==> config.mk <==
export PLATFORM = sky130hd
export DESIGN_NAME = lru_program_cache_with_byte_budget_core
export DESIGN_NICKNAME = d
export VERILOG_FILES = /design/src/design/lpc_pkg.sv /design/src/design/lpc_front.sv /design/src/design/lpc_back.sv /design/src/design/lru_program_cache_with_byte_budget_core.sv
export SDC_FILE = /design/constraint.sdc
export NUM_CORES = 2
export LEC_CHECK = 0
export ABC_CLOCK_PERIOD_IN_PS = 24400
export BUFFER_PORTS_ARGS = -buffer_cell sky130_fd_sc_hd__buf_2
export CAP_MARGIN = 20
export CELL_PAD_IN_SITES_DETAIL_PLACEMENT = 0
export CELL_PAD_IN_SITES_GLOBAL_PLACEMENT = 1
export CORE_MARGIN = 2
export CORE_UTILIZATION = 35
export DETAILED_ROUTE_END_ITERATION = 16
export GPL_TIMING_DRIVEN = 0
export PLACE_DENSITY_LB_ADDON = 0.2
export SYNTH_ARGS = -nofsm -noshare
export SYNTH_HDL_FRONTEND = slang
export SYNTH_SLANG_ARGS = --single-unit
==> constraint.sdc <==
create_clock -name clk -period 24.4 [get_ports clk]
set_clock_uncertainty 0.1 [all_clocks]
set_input_delay 3.66 -clock clk [delete_from_list [all_inputs] [get_ports clk]]
set_output_delay 3.66 -clock clk [all_outputs]
set_load 0.1 [all_outputs]
==> src/design/lpc_pkg.sv <==
// Shared types, codes and helpers for the LRU program cache.
// No dependencies; imported by every module of the block.
package lpc_pkg;

    localparam int SLOTS  = 16;
    localparam int IDX_W  = $clog2(SLOTS);
    localparam int CNT_W  = $clog2(SLOTS + 1);
    localparam int SLOT_W = 4;
    localparam int EVC_W  = 5;

    localparam logic [1:0] ACT_LOOKUP   = 2'd0;
    localparam logic [1:0] ACT_INSERT   = 2'd1;
    localparam logic [1:0] ACT_FLUSH    = 2'd2;
    localparam logic [1:0] ACT_RESERVED = 2'd3;

    localparam logic CFG_MAX_PROGRAMS = 1'b0;
    localparam logic CFG_MAX_BYTES    = 1'b1;

    typedef enum logic [2:0] {
        ST_HIT       = 3'd0,
        ST_MISS      = 3'd1,
        ST_INSERTED  = 3'd2,
        ST_PRESENT   = 3'd3,
        ST_INVALID   = 3'd4,
        ST_TOO_LARGE = 3'd5,
        ST_FLUSHED   = 3'd6
    } status_t;

    typedef enum logic [1:0] {
        KIND_BAD,
        KIND_FLUSH,
        KIND_LOOKUP,
        KIND_INSERT
    } kind_t;

    typedef enum logic [2:0] {
        S_IDLE,
        S_ACT,
        S_MATCH,
        S_EVCHK,
        S_LRU,
        S_EVICT,
        S_ALLOC,
        S_RESP
    } state_t;

    typedef struct packed {
        logic [1:0]  action;
        logic        key_ok;
        logic        program_ok;
        logic [31:0] scope_tag;
        logic [47:0] program_key;
        logic [31:0] generation;
        logic [63:0] content_id;
        logic [23:0] program_bytes;
    } in_t;

    typedef struct packed {
        logic [2:0]  status;
        logic [3:0]  slot;
        logic [31:0] epoch;
        logic [4:0]  evicted_count;
    } out_t;

    typedef struct packed {
        kind_t       kind;
        logic        program_ok;
        logic [31:0] scope_tag;
        logic [47:0] program_key;
        logic [31:0] generation;
        logic [63:0] content_id;
        logic [23:0] program_bytes;
    } cmd_t;

    // Advance by one, skipping zero on wrap.
    function automatic logic [31:0] bump(input logic [31:0] v);
        logic [31:0] r;
        r = v + 32'd1;
        if (r == 32'd0)
            r = 32'd1;
        return r;
    endfunction

endpackage

==> src/design/lpc_front.sv <==
// Front end: classify requests and hold them in a two-entry queue.
// Depends on lpc_pkg.
module lpc_front import lpc_pkg::*;
(
    input  logic clk,
    input  logic rst_n,
    input  logic start,
    output logic busy,
    input  in_t  req,
    output logic q_valid,
    output cmd_t q_cmd,
    input  logic q_pop
);

    cmd_t       slot_reg [2];
    logic       wr_ptr_reg, wr_ptr_next;
    logic       rd_ptr_reg, rd_ptr_next;
    logic [1:0] fill_reg, fill_next;
    cmd_t       cls;
    logic       push;

    // Sort the request into the kind the back end acts upon.
    always_comb
    begin
        cls.program_ok    = req.program_ok;
        cls.scope_tag     = req.scope_tag;
        cls.program_key   = req.program_key;
        cls.generation    = req.generation;
        cls.content_id    = req.content_id;
        cls.program_bytes = req.program_bytes;
        case (req.action)
            ACT_FLUSH:  cls.kind = KIND_FLUSH;
            ACT_LOOKUP: cls.kind = req.key_ok ? KIND_LOOKUP : KIND_BAD;
            ACT_INSERT: cls.kind = req.key_ok ? KIND_INSERT : KIND_BAD;
            default:    cls.kind = KIND_BAD;
        endcase
    end

    assign busy    = (fill_reg == 2'd2);
    assign push    = start && !busy;
    assign q_valid = (fill_reg != 2'd0);
    assign q_cmd   = slot_reg[rd_ptr_reg];

    always_comb
    begin
        wr_ptr_next = push ? !wr_ptr_reg : wr_ptr_reg;
        rd_ptr_next = q_pop ? !rd_ptr_reg : rd_ptr_reg;
        fill_next   = fill_reg + {1'b0, push} - {1'b0, q_pop};
    end

    always_ff @(posedge clk or negedge rst_n)
    begin
        if (!rst_n)
        begin
            wr_ptr_reg <= 1'b0;
            rd_ptr_reg <= 1'b0;
            fill_reg   <= 2'd0;
        end
        else
        begin
            wr_ptr_reg <= wr_ptr_next;
            rd_ptr_reg <= rd_ptr_next;
            fill_reg   <= fill_next;
        end
    end

    always_ff @(posedge clk)
    begin
        if (push)
            slot_reg[wr_ptr_reg] <= cls;
    end

endmodule

==> src/design/lpc_back.sv <==
// Back end: table, scope tracking and the slot-by-slot sequencer.
// Depends on lpc_pkg.
module lpc_back import lpc_pkg::*;
(
    input  logic        clk,
    input  logic        rst_n,
    input  logic        q_valid,
    input  cmd_t        q_cmd,
    output logic        q_pop,
    input  logic [4:0]  max_programs,
    input  logic [23:0] max_bytes,
    output logic        done,
    output out_t        rsp
);

    state_t state_reg, state_next;

    logic [SLOTS-1:0] valid_reg;
    logic [47:0]      key_mem   [SLOTS];
    logic [63:0]      cont_mem  [SLOTS];
    logic [31:0]      gen_mem   [SLOTS];
    logic [23:0]      bytes_mem [SLOTS];
    logic [31:0]      stamp_mem [SLOTS];
    logic [IDX_W-1:0] free_mem  [SLOTS];

    logic [CNT_W-1:0] free_count_reg, fresh_reg, res_count_reg, evicted_reg;
    logic [23:0]      res_bytes_reg;
    logic [31:0]      clock_reg, epoch_reg, scope_reg, cur_gen_reg;
    logic             scope_on_reg;

    cmd_t             cmd_reg;
    logic [IDX_W-1:0] scan_reg, victim_reg;
    logic [31:0]      victim_stamp_reg;
    logic [23:0]      victim_bytes_reg;
    logic             found_reg;
    status_t          status_reg;
    logic [IDX_W-1:0] slot_reg;
    logic             done_reg;
    out_t             rsp_reg;

    logic             last, hit, need_evict, too_large, new_scope, new_gen;
    logic [IDX_W-1:0] free_top;
    logic [31:0]      clock_bump;

    assign last      = (scan_reg == IDX_W'(SLOTS - 1));
    assign free_top  = free_mem[free_count_reg[IDX_W-1:0] - IDX_W'(1)];
    assign clock_bump = bump(clock_reg);
    assign new_scope = scope_on_reg && (scope_reg != cmd_reg.scope_tag);
    assign new_gen   = scope_on_reg && (cur_gen_reg != cmd_reg.generation);

    always_comb
    begin
        hit = 1'b0;
        if (valid_reg[scan_reg] && key_mem[scan_reg] == cmd_reg.program_key)
        begin
            if (cont_mem[scan_reg] != 64'd0 || cmd_reg.content_id != 64'd0)
                hit = (cont_mem[scan_reg] != 64'd0) &&
                      (cont_mem[scan_reg] == cmd_reg.content_id);
            else
                hit = (gen_mem[scan_reg] == cmd_reg.generation);
        end
    end

    assign too_large = (max_programs == 5'd0) || (max_bytes == 24'd0) ||
                       (cmd_reg.program_bytes > max_bytes);
    assign need_evict = (32'(res_count_reg) >= 32'(max_programs)) ||
                        (32'(res_count_reg) >= 32'(SLOTS)) ||
                        (({1'b0, res_bytes_reg} + {1'b0, cmd_reg.program_bytes})
                         > {1'b0, max_bytes});

    // Next state.
    always_comb
    begin
        state_next = state_reg;
        case (state_reg)
            S_IDLE:
                if (q_valid)
                    state_next = S_ACT;
            S_ACT:
                case (cmd_reg.kind)
                    KIND_LOOKUP: state_next = S_MATCH;
                    KIND_INSERT: state_next = cmd_reg.program_ok ? S_MATCH : S_RESP;
                    default:     state_next = S_RESP;
                endcase
            S_MATCH:
                if (hit)
                    state_next = S_RESP;
                else if (last)
                    state_next = (cmd_reg.kind == KIND_INSERT && !too_large) ?
                                 S_EVCHK : S_RESP;
            S_EVCHK:
                if (!need_evict)
                    state_next = S_ALLOC;
                else if (valid_reg == '0)
                    state_next = S_RESP;
                else
                    state_next = S_LRU;
            S_LRU:
                if (last)
                    state_next = S_EVICT;
            S_EVICT:
                state_next = S_EVCHK;
            S_ALLOC:
                state_next = S_RESP;
            S_RESP:
                state_next = S_IDLE;
            default:
                state_next = S_IDLE;
        endcase
    end

    // Outputs.
    always_comb
    begin
        q_pop = (state_reg == S_IDLE) && q_valid;
        done  = done_reg;
        rsp   = rsp_reg;
    end

    always_ff @(posedge clk or negedge rst_n)
    begin
        if (!rst_n)
            state_reg <= S_IDLE;
        else
            state_reg <= state_next;
    end

    // Control and table bookkeeping.
    always_ff @(posedge clk or negedge rst_n)
    begin
        if (!rst_n)
        begin
            valid_reg      <= '0;
            free_count_reg <= '0;
            fresh_reg      <= '0;
            res_count_reg  <= '0;
            res_bytes_reg  <= '0;
            clock_reg      <= '0;
            epoch_reg      <= 32'd1;
            scope_reg      <= '0;
            scope_on_reg   <= 1'b0;
            cur_gen_reg    <= '0;
            done_reg       <= 1'b0;
            found_reg      <= 1'b0;
        end
        else
        begin
            done_reg <= 1'b0;
            case (state_reg)
                S_ACT:
                    case (cmd_reg.kind)
                        KIND_FLUSH:
                        begin
                            valid_reg      <= '0;
                            free_count_reg <= '0;
                            fresh_reg      <= '0;
                            res_count_reg  <= '0;
                            res_bytes_reg  <= '0;
                            epoch_reg      <= bump(epoch_reg);
                            scope_on_reg   <= 1'b0;
                            scope_reg      <= '0;
                            cur_gen_reg    <= '0;
                        end
                        KIND_LOOKUP, KIND_INSERT:
                        begin
                            scope_on_reg <= 1'b1;
                            scope_reg    <= cmd_reg.scope_tag;
                            cur_gen_reg  <= cmd_reg.generation;
                            if (new_scope || (new_gen && cmd_reg.content_id == 64'd0))
                            begin
                                valid_reg      <= '0;
                                free_count_reg <= '0;
                                fresh_reg      <= '0;
                                res_count_reg  <= '0;
                                res_bytes_reg  <= '0;
                                epoch_reg      <= bump(epoch_reg);
                            end
                            else if (new_gen)
                                epoch_reg <= bump(epoch_reg);
                        end
                        default:
                        begin
                        end
                    endcase
                S_MATCH:
                    if (hit)
                        clock_reg <= clock_bump;
                S_EVCHK:
                    found_reg <= 1'b0;
                S_LRU:
                    if (valid_reg[scan_reg] &&
                        (!found_reg || stamp_mem[scan_reg] < victim_stamp_reg))
                        found_reg <= 1'b1;
                S_EVICT:
                begin
                    valid_reg[victim_reg] <= 1'b0;
                    if (32'(free_count_reg) < 32'(SLOTS))
                        free_count_reg <= free_count_reg + CNT_W'(1);
                    if (res_count_reg != '0)
                        res_count_reg <= res_count_reg - CNT_W'(1);
                    res_bytes_reg <= (victim_bytes_reg <= res_bytes_reg) ?
                                     res_bytes_reg - victim_bytes_reg : 24'd0;
                    epoch_reg <= bump(epoch_reg);
                end
                S_ALLOC:
                    if (free_count_reg != '0 || 32'(fresh_reg) < 32'(SLOTS))
                    begin
                        if (free_count_reg != '0)
                        begin
                            free_count_reg     <= free_count_reg - CNT_W'(1);
                            valid_reg[free_top] <= 1'b1;
                        end
                        else
                        begin
                            fresh_reg <= fresh_reg + CNT_W'(1);
                            valid_reg[fresh_reg[IDX_W-1:0]] <= 1'b1;
                        end
                        clock_reg     <= clock_bump;
                        res_count_reg <= res_count_reg + CNT_W'(1);
                        res_bytes_reg <= res_bytes_reg + cmd_reg.program_bytes;
                    end
                S_RESP:
                    done_reg <= 1'b1;
                default:
                begin
                end
            endcase
        end
    end

    // Payload and table contents.
    always_ff @(posedge clk)
    begin
        case (state_reg)
            S_IDLE:
                if (q_valid)
                    cmd_reg <= q_cmd;
            S_ACT:
            begin
                scan_reg    <= '0;
                slot_reg    <= '0;
                evicted_reg <= '0;
                case (cmd_reg.kind)
                    KIND_FLUSH:  status_reg <= ST_FLUSHED;
                    KIND_LOOKUP: status_reg <= ST_MISS;
                    KIND_INSERT: status_reg <= cmd_reg.program_ok ? ST_TOO_LARGE :
                                                                     ST_INVALID;
                    default:     status_reg <= ST_INVALID;
                endcase
            end
            S_MATCH:
                if (hit)
                begin
                    stamp_mem[scan_reg] <= clock_bump;
                    slot_reg   <= scan_reg;
                    status_reg <= (cmd_reg.kind == KIND_INSERT) ? ST_PRESENT : ST_HIT;
                end
                else
                    scan_reg <= scan_reg + IDX_W'(1);
            S_EVCHK:
                scan_reg <= '0;
            S_LRU:
            begin
                if (valid_reg[scan_reg] &&
                    (!found_reg || stamp_mem[scan_reg] < victim_stamp_reg))
                begin
                    victim_reg       <= scan_reg;
                    victim_stamp_reg <= stamp_mem[scan_reg];
                    victim_bytes_reg <= bytes_mem[scan_reg];
                end
                scan_reg <= scan_reg + IDX_W'(1);
            end
            S_EVICT:
            begin
                if (32'(free_count_reg) < 32'(SLOTS))
                    free_mem[free_count_reg[IDX_W-1:0]] <= victim_reg;
                evicted_reg <= evicted_reg + CNT_W'(1);
            end
            S_ALLOC:
                if (free_count_reg != '0 || 32'(fresh_reg) < 32'(SLOTS))
                begin
                    if (free_count_reg != '0)
                    begin
                        key_mem[free_top]   <= cmd_reg.program_key;
                        cont_mem[free_top]  <= cmd_reg.content_id;
                        gen_mem[free_top]   <= cmd_reg.generation;
                        bytes_mem[free_top] <= cmd_reg.program_bytes;
                        stamp_mem[free_top] <= clock_bump;
                        slot_reg            <= free_top;
                    end
                    else
                    begin
                        key_mem[fresh_reg[IDX_W-1:0]]   <= cmd_reg.program_key;
                        cont_mem[fresh_reg[IDX_W-1:0]]  <= cmd_reg.content_id;
                        gen_mem[fresh_reg[IDX_W-1:0]]   <= cmd_reg.generation;
                        bytes_mem[fresh_reg[IDX_W-1:0]] <= cmd_reg.program_bytes;
                        stamp_mem[fresh_reg[IDX_W-1:0]] <= clock_bump;
                        slot_reg                        <= fresh_reg[IDX_W-1:0];
                    end
                    status_reg <= ST_INSERTED;
                end
            S_RESP:
            begin
                rsp_reg.status        <= status_reg;
                rsp_reg.slot          <= SLOT_W'(slot_reg);
                rsp_reg.epoch         <= epoch_reg;
                rsp_reg.evicted_count <= EVC_W'(evicted_reg);
            end
            default:
            begin
            end
        endcase
    end

endmodule

==> src/design/lru_program_cache_with_byte_budget_core.sv <==
// Top level of the LRU program cache with a byte budget.
// Depends on lpc_pkg, lpc_front and lpc_back.
//
// Usage:
//   Request channel: req is transferred at a rising edge with start high and
//   busy low. busy rises when the two-entry request queue is full.
//   Result channel: done is high for exactly one cycle with rsp valid; the
//   receiver cannot stall, so take the transfer in that cycle.
//   Configuration: cfg_we writes cfg_data into register cfg_index
//   (0 max_programs, 1 max_bytes). Write only while the block is idle.
// Sequencing (back end scans one slot per cycle):
//   invalid or flush: no scan; the command goes straight to the response.
//   lookup: a match scan over the slots; a hit stops the scan early.
//   insert: match scan, an LRU scan and an evict step per eviction, then
//   allocation. The front accepts while the back works, until it is full.
// Reset: asynchronous, clears the valid bits, counters, scope and the
//   queue; epoch restarts at 1 and the limits return to 16 and 1 MiB.
//   No clearing pass is needed.
module lru_program_cache_with_byte_budget_core import lpc_pkg::*;
(
    input  logic        clk,
    input  logic        rst_n,
    input  logic        start,
    output logic        busy,
    input  in_t         req,
    output logic        done,
    output out_t        rsp,
    input  logic        cfg_we,
    input  logic        cfg_index,
    input  logic [23:0] cfg_data
);

    logic [4:0]  max_programs_reg;
    logic [23:0] max_bytes_reg;
    logic        q_valid, q_pop;
    cmd_t        q_cmd;

    // Hold the limits; write whichever register the index names.
    always_ff @(posedge clk or negedge rst_n)
    begin
        if (!rst_n)
        begin
            max_programs_reg <= 5'd16;
            max_bytes_reg    <= 24'd1048576;
        end
        else if (cfg_we)
        begin
            case (cfg_index)
                CFG_MAX_PROGRAMS: max_programs_reg <= cfg_data[4:0];
                CFG_MAX_BYTES:    max_bytes_reg    <= cfg_data;
                default:
                begin
                end
            endcase
        end
    end

    lpc_front u_front
    (
        .clk     (clk),
        .rst_n   (rst_n),
        .start   (start),
        .busy    (busy),
        .req     (req),
        .q_valid (q_valid),
        .q_cmd   (q_cmd),
        .q_pop   (q_pop)
    );

    lpc_back u_back
    (
        .clk          (clk),
        .rst_n        (rst_n),
        .q_valid      (q_valid),
        .q_cmd        (q_cmd),
        .q_pop        (q_pop),
        .max_programs (max_programs_reg),
        .max_bytes    (max_bytes_reg),
        .done         (done),
        .rsp          (rsp)
    );

endmodule
==> flow_summary_export.csv <==
group,metric,value,unit
outcome,outcome,"completed",
layout,drive_above_1_share,25.9,%
floorplanning,rows,255,
placed_design,port_buffers,278,
layout,largest_register,"u_back.cont_mem",
layout,final_nets,10300,
layout,multi_input_area,42000,um2
synth,synth_enable_flop_cells,3993,
synth,synth_xor_area_share,1.79,%
layout,fillers,42800,
synth,yosysTopAreaCell,"edfxtp_1",
floorplanning,fp.dieH,701,um
worst_setup_path,startpoint_type,"register",
timing,holdWs,0.319,ns
synth,synth_mux_area_share,14.4,%
worst_setup_path,r2r-end,"u_back.victim_bytes_reg[4]$_DFFE_PP_",
synth,yosysWarningCount,0,
cts,numClockSinks,4219,
global_routing,antenna_found_initial,131,
drt,ant_nets,0,
layout,ff_latch_area,126000,um2
worst_setup_path,cp_num_cells,26,
worst_setup_path,path_buf_inv,16,
timing,rsz0062_at_grt,"no",
placed_design,dp.cells,15800,
cts,tritoncts,"done",
timing,worst_pin_slew,1.30,ns
worst_setup_path,ff2ff_setup_slack,12.30,ns
worst_setup_path,required,25.03,ns
worst_setup_path,crit_arrival,12.72,ns
synth,ys_seq_area_share,73.9,%
floorplanning,initial_utilization,35.2,%
placed_design,hpwl,427000,um
cts,cts_buffer_depth,4,
worst_setup_path,cp_top_family,"buffers and inverters",
drt,vias,96000,
drt,wl_per_cell,36.8,um
worst_setup_path,slowest_stage,"clkbuf_1",
min_path,hp-class,"register to register",
run,cap_violations,0,
worst_setup_path,cp_max_fo,10,
floorplanning,ios,279,
global_routing,grt_pass1_wl,825000,um
power,power_leakage,0.0660,uW
cts,post_cts_buffers,0,
power,p_per_area,128,nW/um2
synth,synth_top_family_by_area,"multiplexers",
synth,synth_top_area_share,70.6,%
cts,clk_latency,1.04,ns
timing,fin_crit,12.10,ns
worst_setup_path,crit_end,"u_back.victim_bytes_reg[4]$_DFFE_PP_",
worst_setup_path,critical_path_class,"register to register",
floorplanning,core_region_area,483000,um2
synth,netlist_area,170000,um2
worst_setup_path,slowest_delay,0.91,ns
synth,synth_adder_area_share,1.17,%
drt,dr.pass1.iters,8,
cts,numCtsBuffers,451,
power,irDropWorstVdd,70.5,uV
placed_design,gp_congestion,0.928,
worst_setup_path,reg2reg_depth,26,
cts,postCtsHoldBufs,0,
layout,layoutNonFillerInstCount,16700,
floorplanning,die_width,701,um
synth,syn-num-nets,9173,
floorplanning,dieArea,491000,um2
global_routing,grt_overflow_total,0,
drt,drt_wl_total,614000,um
synth,syn_inst,8783,
global_routing,grtUsageTotal,24.5,%
layout,largest_reg_flops,1024,
layout,top_regs,"u_back.cont_mem: 1024 flops, u_back.key_mem: 768 flops",
global_routing,grt_pass1_vias,94300,
drt,vias_per_cell,5.74,
synth,synth_area_leaders,"edfxtp_1 71%, mux4_2 10%, dfrtp_1 3.2%",
cts,cts_root_buffer,"clkbuf_16",
synth,synth_cell_type_count,102,
timing,drv_slew,0,
worst_setup_path,end_kind,"register",
cts,post_cts_resized,0,
synth,synthArstFlopShare,5.26,%
global_routing,grt_max_degree,94,
layout,areaGrowthSynthToFinish,18.2,%
synth,synth-compound-area-share,3.65,%
drt,drt-initial-drc-count,14000,
timing,final-hold-violation-count,0,
timing,setup_viol,0,
timing,slew_headroom,13.4,%
timing,fin_crit_sh,49.6,%
timing,max_freq,82.7,MHz
cts,clk_transition_reported_paths,0.06,ns
worst_setup_path,cp_common_cell,"buf_2",
synth,synth_top_flop_cell,"edfxtp_1",
synth,synthSimpleGateAreaFrac,3.50,%
drt,drc,0,
synth,avgSynthCellArea,19.3,um2
synth,ys_seq_elements,4219,
cts,htree_num_levels,5,
layout make-up:
| type | count | area share, % |
|---|---|---|
| flip-flops and latches | 4219 | 62.5 |
| multi-input cells | 4012 | 20.9 |
| clock buffers | 546 | 5.88 |
| well taps | 6425 | 4.00 |
| repair buffers | 631 | 3.91 |
| clock inverters | 289 | 1.34 |
| plain buffers | 393 | 1.09 |
| inverters | 159 | 0.297 |
| diodes | 35 | 0.0436 |
per-layer routing:
metal | part of all wire (%) | track usage (%) | vias up
li1 | - | - | 38100
met1 | 42 | 34.8 | 51800
met2 | 45 | 37.8 | 4953
met3 | 9.0 | 5.20 | 1048
met4 | 3.4 | 7.57 | 60
met5 | 0.058 | 0 | -
Yosys cell counts (all sizes together) (9+ instances only):
library cell     n
a2111oi         16
a211oi          42
a21o            52
a21oi          195
a221oi          29
a22o            79
a22oi           92
a31oi           38
and2            29
and3            51
buf            225
clkbuf         168
dfrtp          219
edfxtp        3993
ha             153
inv            158
mux2           292
mux2i          355
mux4           783
nand2          277
nand2b          42
nand3           98
nand4           73
nor2           275
nor2b           55
nor3           101
nor4            84
nor4b            9
o2111ai          9
o211ai          11
o21a            23
o21ai          118
o221ai          12
o22a            17
o22ai           68
o311ai           9
o31ai           13
or3             20
or4             21
xnor2          209
xor2           139
metrics by stage:
step	setup slack [ns]	TNS (ns)	util, %	area [um2]	total power (uW)
CTS	12.44	0	41.5	200000	25600
detailed placement	12.51	0	38.4	186000	18800
global placement	-8.79	-2180.61	37.1	179000	18800
floorplan	7.14	0	-	170000	14600
global route	12.19	0	41.6	201000	26400
finish	12.30	0	41.6	201000	25700
logic make-up after synthesis:
| logic type | Yosys count |
|---|---|
| buffers and inverters | 552 |
| AOI/OAI and AO/OA | 898 |
| adders and majority gates | 157 |
| DFF | 4219 |
| muxes | 1430 |
| xor gates and xnor gates | 348 |
| and+or+nand+nor | 1179 |
report_power, final:
| group | internal, uW | leakage (uW) | switching (uW) |
|---|---|---|---|
| registers | 9140 | 0.0388 | 616 |
| logic | 3170 | 0.0201 | 5940 |
| clock network | 3860 | 0.00705 | 2960 |
| total | 16200 | 0.0660 | 9510 |
cell usage in the layout (no fill, tap or decap), types with 206 or more instances in the layout:
| cell | instances |
|---|---|
| xnor2_1 | 206 |
| buf_2 | 394 |
| mux2i_1 | 354 |
| dfrtp_1 | 219 |
| mux2_2 | 284 |
| nand2_1 | 276 |
| nor2_1 | 239 |
| clkbuf_1 | 226 |
| mux4_2 | 783 |
| edfxtp_1 | 3993 |
| clkbuf_16 | 455 |
how the worst min path moves through the flow:
stage | start | to | slack (ns) | cells past startpoint
after global routing | u_back.status_reg[2]$_DFFE_PP_ | u_back.rsp[43]$_DFFE_PP_ | 0.33 | 0
final | u_back.status_reg[0]$_DFFE_PP_ | u_back.rsp[41]$_DFFE_PP_ | 0.32 | 0
after CTS | u_back.status_reg[2]$_DFFE_PP_ | u_back.rsp[43]$_DFFE_PP_ | 0.32 | 0
after floorplan | u_back.slot_reg[0]$_DFFE_PP_ | u_back.rsp[37]$_DFFE_PP_ | 0.30 | 0
after global placement | u_back.status_reg[2]$_DFFE_PP_ | u_back.rsp[43]$_DFFE_PP_ | 0.31 | 0
after detailed placement | u_back.status_reg[0]$_DFFE_PP_ | u_back.rsp[41]$_DFFE_PP_ | 0.31 | 0
Power figures use the tool's default switching activity.
